$ cat config.mk
export PLATFORM = sky130hd
export DESIGN_NAME = fully_assoc_tlb_round_robin_unit
export DESIGN_NICKNAME = d
export VERILOG_FILES = /design/src/hdl/fatlb_pkg.sv /design/src/hdl/fatlb_ctrl.sv /design/src/hdl/fatlb_dpath.sv /design/src/hdl/fully_assoc_tlb_round_robin_unit.sv
export SDC_FILE = /design/constraint.sdc
export NUM_CORES = 1
export LEC_CHECK = 0
export BUFFER_PORTS_ARGS = -buffer_cell sky130_fd_sc_hd__buf_4
export CORE_ASPECT_RATIO = 1.75
export CORE_MARGIN = 5
export CORE_UTILIZATION = 45
export CTS_CLUSTER_DIAMETER = 60
export DETAILED_ROUTE_END_ITERATION = 16
export MAX_ROUTING_LAYER = met4
export SYNTH_ARGS = -nofsm -noshare
export SYNTH_HDL_FRONTEND = slang
export SYNTH_HIERARCHICAL = 1
export SYNTH_SLANG_ARGS = --single-unit
export TNS_END_PERCENT = 50
$ cat constraint.sdc
create_clock -name i_clk -period 5.45 [get_ports i_clk]
set_clock_uncertainty 0.05 [all_clocks]
set_input_delay 0.2725 -clock i_clk [delete_from_list [all_inputs] [get_ports i_clk]]
set_output_delay 0.2725 -clock i_clk [all_outputs]
set_load 0.05 [all_outputs]
$ cat src/hdl/fatlb_pkg.sv
// shared types and codes for the fully associative tlb
package fatlb_pkg;

    localparam int unsigned DEF_ENTRIES = 16;
    localparam int unsigned PAGE_W      = 8;
    localparam int unsigned FRAME_W     = 16;
    localparam int unsigned FUNC_W      = 3;

    typedef enum logic [FUNC_W-1:0] {
        FUNC_LOOKUP  = 3'd0,
        FUNC_INSERT  = 3'd1,
        FUNC_PROBE   = 3'd2,
        FUNC_REPLACE = 3'd3,
        FUNC_FLUSH   = 3'd4
    } t_func;

    typedef struct packed {
        logic [FUNC_W-1:0]  func;
        logic [PAGE_W-1:0]  page;
        logic [FRAME_W-1:0] frame;
        logic [PAGE_W-1:0]  old_page;
        logic [FRAME_W-1:0] old_frame;
    } t_req;

    typedef struct packed {
        logic               hit;
        logic [FRAME_W-1:0] frame_out;
        logic               victim_valid;
        logic [PAGE_W-1:0]  victim_page;
        logic [FRAME_W-1:0] victim_frame;
    } t_rsp;

    typedef enum logic [1:0] {
        ST_IDLE,
        ST_CMP,
        ST_UPD
    } t_state;

    typedef struct packed {
        logic load_req;
        logic capture;
        logic update;
    } t_cmd;

endpackage

$ cat src/hdl/fatlb_ctrl.sv
// request sequencing and output handshake control for the tlb
module fatlb_ctrl
    import fatlb_pkg::*;
(
    input  logic i_clk,
    input  logic i_rst_n,
    input  logic i_in_valid,
    output logic o_in_stall,
    output logic o_out_valid,
    input  logic i_out_stall,
    output t_cmd o_cmd
);

    t_state r_state, n_state;
    logic   r_out_valid, n_out_valid;
    logic   upd_go;
    logic   in_acc;

    assign upd_go     = (r_state == ST_UPD) && (!r_out_valid || !i_out_stall);
    assign o_in_stall = !((r_state == ST_IDLE) || upd_go);
    assign in_acc     = i_in_valid && !o_in_stall;

    always_comb begin
        n_state = r_state;
        unique case (r_state)
            ST_IDLE: begin
                if (in_acc) n_state = ST_CMP;
            end
            ST_CMP: begin
                n_state = ST_UPD;
            end
            ST_UPD: begin
                if (upd_go) n_state = in_acc ? ST_CMP : ST_IDLE;
            end
            default: n_state = ST_IDLE;
        endcase
    end

    always_comb begin
        o_cmd.load_req = in_acc;
        o_cmd.capture  = (r_state == ST_CMP);
        o_cmd.update   = upd_go;
    end

    always_comb begin
        n_out_valid = r_out_valid;
        if (upd_go) begin
            n_out_valid = 1'b1;
        end else if (r_out_valid && !i_out_stall) begin
            n_out_valid = 1'b0;
        end
    end

    always_ff @(posedge i_clk) begin
        if (!i_rst_n) begin
            r_state     <= ST_IDLE;
            r_out_valid <= 1'b0;
        end else begin
            r_state     <= n_state;
            r_out_valid <= n_out_valid;
        end
    end

    assign o_out_valid = r_out_valid;

endmodule

$ cat src/hdl/fatlb_dpath.sv
// tlb entry storage, parallel compare, priority select and update
module fatlb_dpath
    import fatlb_pkg::*;
#(
    parameter int unsigned ENTRIES = DEF_ENTRIES
) (
    input  logic i_clk,
    input  logic i_rst_n,
    input  t_cmd i_cmd,
    input  t_req i_req,
    output t_rsp o_rsp
);

    localparam int unsigned IDX_W = $clog2(ENTRIES);

    t_req               r_req;
    logic [ENTRIES-1:0] r_valid;
    logic [PAGE_W-1:0]  r_page  [ENTRIES];
    logic [FRAME_W-1:0] r_frame [ENTRIES];
    logic [IDX_W-1:0]   r_ptr;
    logic [ENTRIES-1:0] r_pm, r_xm, r_free;
    t_rsp               r_rsp;

    logic [PAGE_W-1:0]  key_page;
    logic [FRAME_W-1:0] key_frame;
    logic [IDX_W-1:0]   pm_idx, xm_idx, free_idx, vic_idx, wr_idx;
    logic               wr_en, flush, ptr_en;
    logic [IDX_W-1:0]   n_ptr;
    t_rsp               n_rsp;

    // compare keys: replace matches on the old pair
    always_comb begin
        key_page  = i_req.page;
        key_frame = i_req.frame;
        if (r_req.func == FUNC_REPLACE) begin
            key_page  = r_req.old_page;
            key_frame = r_req.old_frame;
        end else begin
            key_page  = r_req.page;
            key_frame = r_req.frame;
        end
    end

    always_comb begin
        pm_idx   = '0;
        xm_idx   = '0;
        free_idx = '0;
        for (int i = ENTRIES - 1; i >= 0; i--) begin
            if (r_pm[i])   pm_idx   = IDX_W'(i);
            if (r_xm[i])   xm_idx   = IDX_W'(i);
            if (r_free[i]) free_idx = IDX_W'(i);
        end
    end

    assign vic_idx = (r_ptr == IDX_W'(ENTRIES - 1)) ? '0 : r_ptr + 1'b1;

    always_comb begin
        n_rsp  = '0;
        wr_en  = 1'b0;
        wr_idx = free_idx;
        flush  = 1'b0;
        ptr_en = 1'b0;
        n_ptr  = r_ptr;
        case (r_req.func)
            FUNC_LOOKUP: begin
                if (|r_pm) begin
                    n_rsp.hit       = 1'b1;
                    n_rsp.frame_out = r_frame[pm_idx];
                    ptr_en          = 1'b1;
                    n_ptr           = pm_idx;
                end
            end
            FUNC_INSERT: begin
                wr_en = 1'b1;
                if (|r_free) begin
                    wr_idx = free_idx;
                end else begin
                    wr_idx             = vic_idx;
                    n_rsp.victim_valid = 1'b1;
                    n_rsp.victim_page  = r_page[vic_idx];
                    n_rsp.victim_frame = r_frame[vic_idx];
                    ptr_en             = 1'b1;
                    n_ptr              = vic_idx;
                end
            end
            FUNC_PROBE: begin
                n_rsp.hit = |r_xm;
            end
            FUNC_REPLACE: begin
                if (|r_xm) begin
                    n_rsp.hit = 1'b1;
                    wr_en     = 1'b1;
                    wr_idx    = xm_idx;
                    ptr_en    = 1'b1;
                    n_ptr     = xm_idx;
                end
            end
            FUNC_FLUSH: begin
                flush = 1'b1;
            end
            default: begin
                n_rsp = '0;
            end
        endcase
    end

    always_ff @(posedge i_clk) begin
        if (i_cmd.load_req) r_req <= i_req;
        if (i_cmd.capture) begin
            for (int i = 0; i < ENTRIES; i++) begin
                r_pm[i]   <= r_valid[i] && (r_page[i] == key_page);
                r_xm[i]   <= r_valid[i] && (r_page[i] == key_page)
                             && (r_frame[i] == key_frame);
                r_free[i] <= !r_valid[i];
            end
        end
        if (i_cmd.update) begin
            r_rsp <= n_rsp;
            if (wr_en) begin
                r_page[wr_idx]  <= r_req.page;
                r_frame[wr_idx] <= r_req.frame;
            end
        end
    end

    always_ff @(posedge i_clk) begin
        if (!i_rst_n) begin
            r_valid <= '0;
            r_ptr   <= '0;
        end else if (i_cmd.update) begin
            if (flush) begin
                r_valid <= '0;
            end else if (wr_en) begin
                r_valid[wr_idx] <= 1'b1;
            end
            if (ptr_en) r_ptr <= n_ptr;
        end
    end

    assign o_rsp = r_rsp;

endmodule

$ cat src/hdl/fully_assoc_tlb_round_robin_unit.sv
// top level of the fully associative tlb with round-robin replacement
//
// usage
//   request channel: i_in_valid / o_in_stall carry one request (func, page,
//   frame, old_page, old_frame). a request is taken at a rising edge where
//   i_in_valid is high and o_in_stall is low.
//   response channel: o_out_valid / i_out_stall carry one response per
//   request (hit, frame_out, victim_valid, victim_page, victim_frame).
//   steps: the compare state compares every entry in parallel and
//   registers the match vectors, then the update state priority-selects,
//   updates the entries and the pointer and loads the output register.
//   the next request is taken in the update state, while the previous
//   request finishes; during compare o_in_stall is high.
//   stall: while a response waits under i_out_stall, the pending update
//   holds, o_in_stall is high outside idle and nothing is lost or repeated.
//   reset: all entries invalid, replacement pointer zero, no response
//   pending.
module fully_assoc_tlb_round_robin_unit
    import fatlb_pkg::*;
#(
    parameter int unsigned ENTRIES = DEF_ENTRIES
) (
    input  logic i_clk,
    input  logic i_rst_n,
    input  logic i_in_valid,
    output logic o_in_stall,
    input  t_req i_in_req,
    output logic o_out_valid,
    input  logic i_out_stall,
    output t_rsp o_out_rsp
);

    t_cmd cmd;

    fatlb_ctrl u_ctrl (
        .i_clk       (i_clk),
        .i_rst_n     (i_rst_n),
        .i_in_valid  (i_in_valid),
        .o_in_stall  (o_in_stall),
        .o_out_valid (o_out_valid),
        .i_out_stall (i_out_stall),
        .o_cmd       (cmd)
    );

    fatlb_dpath #(
        .ENTRIES (ENTRIES)
    ) u_dpath (
        .i_clk   (i_clk),
        .i_rst_n (i_rst_n),
        .i_cmd   (cmd),
        .i_req   (i_in_req),
        .o_rsp   (o_out_rsp)
    );

    a_accept_then_compare: assert property (@(posedge i_clk) disable iff (!i_rst_n)
        (i_in_valid && !o_in_stall) |=> cmd.capture)
        else $error("request taken without a compare cycle");

    a_compare_then_update: assert property (@(posedge i_clk) disable iff (!i_rst_n)
        (cmd.capture && !(o_out_valid && i_out_stall)) |=> cmd.update)
        else $error("compare not followed by update with output free");

    a_update_gives_response: assert property (@(posedge i_clk) disable iff (!i_rst_n)
        cmd.update |=> o_out_valid)
        else $error("update did not present a response");

    a_no_overlap: assert property (@(posedge i_clk) disable iff (!i_rst_n)
        !(cmd.capture && cmd.update))
        else $error("compare and update in the same cycle");

endmodule
Yosys cells after proc, flatten, opt, wreduce, memory -nomap -nowiden
Memory sizes are Yosys's and may differ from the RTL's.
Index checks and enable logic that the tools add are counted.

word-level totals
  register bits = 164
  bits in writable memories = 384
  input port bits = 55
  output and inout port bits = 44
  word-level logic and storage cells = 218
  memories kept = 2

cells by class
  $add $sub $neg = 1
  magnitude comparators = 2
  equality and inequality tests = 44
  multiplexer cells = 80
  bitwise operators = 2
  reduce and logical (&&, ||, !) cells = 70

memories
  name             depth  width  read ports  clocked after Yosys merged registers in  wr ports  RTL line           RTL
  u_dpath.r_frame  16     16     18          0                                        1         fatlb_dpath.sv:19  logic [FRAME_W-1:0] r_frame [ENTRIES];
  u_dpath.r_page   16     8      17          0                                        1         fatlb_dpath.sv:18  logic [PAGE_W-1:0] r_page [ENTRIES];

operators with widths
  kind                                                    count
  == test 16 bit                                          16
  2-to-1 mux 4 bit                                        54
  == test 8 bit                                           16
  2-to-1 mux 16 bit                                       3
  OR reduction 16 bit                                     3
  logical AND 1 bit                                       36
  2-to-1 mux 25 bit                                       1
  logical NOT 1 bit                                       19
  2-to-1 mux 17 bit                                       1
  OR reduction 17 bit                                     1
  bitwise OR 16 bit                                       1
  case mux 4 bit (3 select lines)                         1
  2-to-1 mux 1 bit                                        11
  2-to-1 mux 8 bit                                        1
  case mux 4 bit (2 select lines)                         1
  == test 3 x 2 -> 1 bit (second input constant)          2
  inequality test 2 x 1 -> 1 bit (second input constant)  3
  case mux 1 bit (3 select lines)                         2
  case mux 2 bit (3 select lines)                         1
  AND reduction 2 bit                                     3
  AND reduction 6 bit                                     1
  < comparator 4 x 5 -> 1 bit (second input constant)     1
  adder 4 x 1 -> 4 bit (second input constant)            1
  demux 1 bit (select 4 bit)                              1
  15 further kinds                                        19

Longest topological paths before layout
  word-level depth = 25
  depth in mapped cells = 10
  mapped depth without buffers = 8

Modules after synthesis
The synthesis kept the hierarchy.

modules (own cells, without submodules)
  module       instances  cells an instance  area an instance (um^2)  seq. area each (um^2)
  fatlb_dpath  1          1773               27237.4                  16165.5
  fatlb_ctrl   1          17                 160.2                    60.1

Worst setup path before layout
OpenSTA, ideal clock, no wires.

  path type = reg2reg
  start = register u_dpath.r_free[3]
  end = memory u_dpath.r_frame[14][0], enable pin
  setup time = 0.405 ns
  data arrival time = 3.386 ns
  data required time = 4.995 ns
  path slack = 1.610 ns
  cell stages (with the launch flop) = 10
  path buffers = 2
  clock period less this slack = 3.840 ns
  cell sequence = edfxtp_1 -> or4_4 -> or4_4 -> or2_1 -> buf_6 -> o41ai_1 -> a21boi_2 -> buf_6 -> nand2b_1 -> nor2_1

between the ends
  longest elaborated chain between the ends = 6
  elaborated cells on any way between the ends = 8
  those cells by class = mux (7); reduce/logical (1)

RTL lines
  item                                        RTL line                              RTL
  start: declaration                          fatlb_dpath.sv:21                     logic [ENTRIES-1:0] r_pm, r_xm, r_free;
  start signal: indexed assignment            fatlb_dpath.sv:114                    r_free[i] <= !r_valid[i];
  2-to-1 mux 4 bit (4 in series)              fatlb_dpath.sv:51                     if (r_free[i]) free_idx = IDX_W'(i);
  2-to-1 mux 4 bit, on equally long branches  fatlb_dpath.sv:90, fatlb_dpath.sv:75
  case mux 4 bit (2 select lines) *           fatlb_dpath.sv:64                     case (r_req.func)
  end: declaration                            fatlb_dpath.sv:19

Mark *: on every way between the ends. The rest lies on a longest branch, timed or not.

Worst setup path after layout
  start = register u_dpath.r_xm[14]
  end = memory u_dpath.r_page[7][3], enable pin

between the ends
  longest elaborated chain between the ends = 17
  elaborated cells on any way between the ends = 23
  those cells by class = mux (22); reduce/logical (1)

RTL lines
  item                              RTL line            RTL
  start: declaration                fatlb_dpath.sv:21
  start signal: indexed assignment  fatlb_dpath.sv:112  r_xm[i] <= r_valid[i] && (r_page[i] == key_page)
  2-to-1 mux 4 bit (15 in series)   fatlb_dpath.sv:50   if (r_xm[i]) xm_idx = IDX_W'(i);
  2-to-1 mux 4 bit                  fatlb_dpath.sv:90   if (|r_xm) begin
  case mux 4 bit (2 select lines)   fatlb_dpath.sv:64
  end: declaration                  fatlb_dpath.sv:18

Several ways; a longest one is shown, not always the timed one.

==> summary.txt <==
RR Endpoint: u_dpath/r_page[7][3]
Wirelength per Cell: 37.1 um
switching pwr: 0.00224 W
Critical path origin: u_dpath/r_xm[14]
area of the die: 0.0661 mm2
Power Internal: 0.00723 W
post-layout min period: 4760 ps
yosys warns: 6
GR Overflow Total: 0
Comb pwr share: 8.2%
count of input and output buffers: 98
reg2reg path depth: 7
crit-path max FO: 24
Startpoint Class: register
top_reg_cell synth: edfxtp_1
post-synthesis net count: 1,846
area delta synth->final: 16.8%
register share of total power: 50.1%
reg2reg start: u_dpath/r_xm[14]
FF-to-FF setup slack: 690 ps
clock tree sinks: 548
global placement routability congestion: 1.05
Clk Latency, worst-skew pair: 640 ps
number of synthesized flops with an enable pin: 525
pins over their slew limit: 0
Synth area leader: edfxtp_1
Num CTS Buffers: 54
Routed Antenna Nets: 0
wl on met1: 33,600 um
NumNets Final: 2,046
vias in the first global route: 18.7k
largest net degree at the start of global routing: 52
CP Capture Type: register
status: finished, final reports clean
postcts setup bufs: 0
post-DP HPWL: 74,700 um
CTS root buffer: clkbuf_16
clock tree buffer depth: 3
worst hold path class: input pin to register
first-pass GRT wire length: 144,000 um
via/cell ratio: 6.33
share of cells above drive strength 1: 23.3%
CTS resizes: 0
Clock Power Share: 41.7%
RSZ-0062 raised after global routing: no
CP endpoint: u_dpath/r_page[7][3]
most frequent cells in the layout: edfxtp_1 (525), xor2_1 (228), buf_4 (168)
flops & latches, synth: 548
post-synthesis cell count: 1,790
initial antenna violation count: 3
DRC: 0
DIE WIDTH: 197 um
Max Freq: 210 MHz
Max Used Layer: met4
met2 WL post-DR: 55,200 um
DR pass1 iterations: 5
Fin Hold WS: 294 ps
Rows: 119
# IOs: 99
H-tree depth: 2
DR vias: 17.9k
maxcap violations: 0
synthesized area: 0.0274 mm2
core region area: 0.0603 mm2
sw frac: 23.7%
Avg Inst Size Synth: 15.3 um2
slew of the pin with the lowest slew margin: 1430 ps
Slew HR: 4.92%
type of the worst setup path: register to register
1st-iter DRT viols: 1,910
PnR worst setup slack: 691 ps
Synth area leaders: edfxtp_1 (58%), mux4_2 (9.9%), xor2_1 (7.3%)
Initial Utilization: 45.4%
Fillers: 4,970
Overall Global Routing Usage: 32.3%
TNS Setup: 0 ps
commonest non-fill, non-tap cell in the layout: edfxtp_1
Hold Fails Final Rpt: 0
Place WS: 788 ps
top cell type's share of synthesized area: 57.5%
WL met3: 5410 um
Max VDD drop: 0.000251 V
Critical Path AT: 4950 ps
Synth async-reset ratio: 0%
Lkg Pwr: 10.9 nW
Routed WL: 105,000 um
Clock Pin Slew Worst Setup and Hold Paths: 70 ps
Unique masters post-synth: 74
fin crit share: 87.3%
Die Y: 336 um
final setup fails: 0
Worst EP required: 5640 ps
TritonCTS clock tree: yes
PD cells: 296 mW/mm2
register area share after synthesis: 59.2%
metrics by stage:
| step | cell area [um2] | instances | power (W) | util (%) |
|---|---|---|---|---|
| 2_1_floorplan | 27400 | 1790 | 0.00522 | - |
| 3_3_place_gp | 29600 | 2664 | 0.00557 | 49.1 |
| 3_5_place_dp | 29600 | 2664 | 0.00556 | 49.1 |
| 4_1_cts | 32000 | 2820 | 0.00953 | 53.1 |
| 5_1_grt | 32000 | 2821 | 0.00972 | 53.1 |
| 6_report | 32000 | 2821 | 0.00947 | 53.1 |
critical path, stage by stage (launching register included):
cell,delay (ps)
edfxtp_1,530
nor4_1,1050
nor4b_4,460
nor2_1,180
nor4_1,620
a211o_4,230
nand2_1,240
nor2_4,940
synthesized netlist by cell type, drive strengths merged (17+ instances only):
cell	count
xor2	229
clkbuf	25
nand4	48
a211oi	18
o21ai	17
mux2	32
mux2i	111
nand3	18
o22ai	41
nor4	61
xnor2	156
nor2	64
edfxtp	525
inv	27
mux4	121
nand2	35
and2	18
buf	60
dfxtp	23
layer usage:
| layer | vias to the layer above | global-route usage (%) |
|---|---|---|
| li1 | 7387 | - |
| met1 | 9205 | 32.1 |
| met2 | 927 | 56.9 |
| met3 | 343 | 3.87 |
| met4 | 0 | 24.9 |
| met5 | - | - |
power by group through the flow:
stage | Clock [W] | Combinational (W) | Sequential [W]
4_1_cts | 0.00402 | 0.000769 | 0.00474
6_report | 0.00395 | 0.000776 | 0.00474
3_5_place_dp | 0 | 0.000732 | 0.00483
2_1_floorplan | 0 | 0.000417 | 0.00480
3_3_place_gp | 0 | 0.000735 | 0.00483
5_1_grt | 0.00417 | 0.000798 | 0.00474
state kept, by name, indices dropped and copies added (netlist names):
register and cells:
u_dpath/o_rsp 42, u_dpath/r_frame 256, u_ctrl/o_out_valid 1, u_dpath/r_req 51, u_ctrl/r_state 2, u_dpath/r_free 16
u_dpath/r_xm 16, u_dpath/r_valid 16, u_dpath/r_page 128, u_dpath/r_pm 16, u_dpath/r_ptr 4
worst min path at each step:
stage | from | to | slack [ps] | depth (start not counted)
after floorplan | i_in_req[0] | u_dpath/r_req[0] | 320 | 0
after global placement | u_dpath/r_valid[1] | u_dpath/r_valid[1] | 390 | 2
after detailed placement | u_dpath/r_valid[2] | u_dpath/r_valid[2] | 390 | 2
after CTS | i_in_req[23] | u_dpath/r_req[23] | 250 | 2
after global routing | i_in_req[23] | u_dpath/r_req[23] | 280 | 2
final | i_in_req[23] | u_dpath/r_req[23] | 290 | 2
final cells by class:
| class | instances | area, um2 | area share, % |
|---|---|---|---|
| inverter | 28 | 118 | 0.368 |
| timing repair buffer | 229 | 1920 | 6.01 |
| clock buffer | 68 | 1420 | 4.45 |
| clock inverter | 32 | 409 | 1.28 |
| sequential | 548 | 16200 | 50.7 |
| multi-input combinational | 1129 | 10900 | 34.1 |
| antenna | 1 | 2.50 | 0.00782 |
| tap | 786 | 983 | 3.07 |
logic make-up (layout without fill, tap and decap cells):
logic type / after synthesis / after routing / share of synthesized area (%)
other: 0 / 1 / 0
DFF: 548 / 548 / 59.2
xor gates and xnor gates: 385 / 385 / 12.3
adders and majority gates: 1 / 1 / 0.0457
muxes: 264 / 264 / 15.5
AOI/OAI and AO/OA: 152 / 152 / 4.16
and+or+nand+nor: 327 / 327 / 6.86
buffers and inverters: 113 / 357 / 1.94
what timing repair did:
item	4_1_cts	5_1_grt
endpoints found under the setup margin	0	0
hold buffers	56	0
endpoints found under the hold margin	62	0
Note: power is estimated with default switching activity, not from simulation.
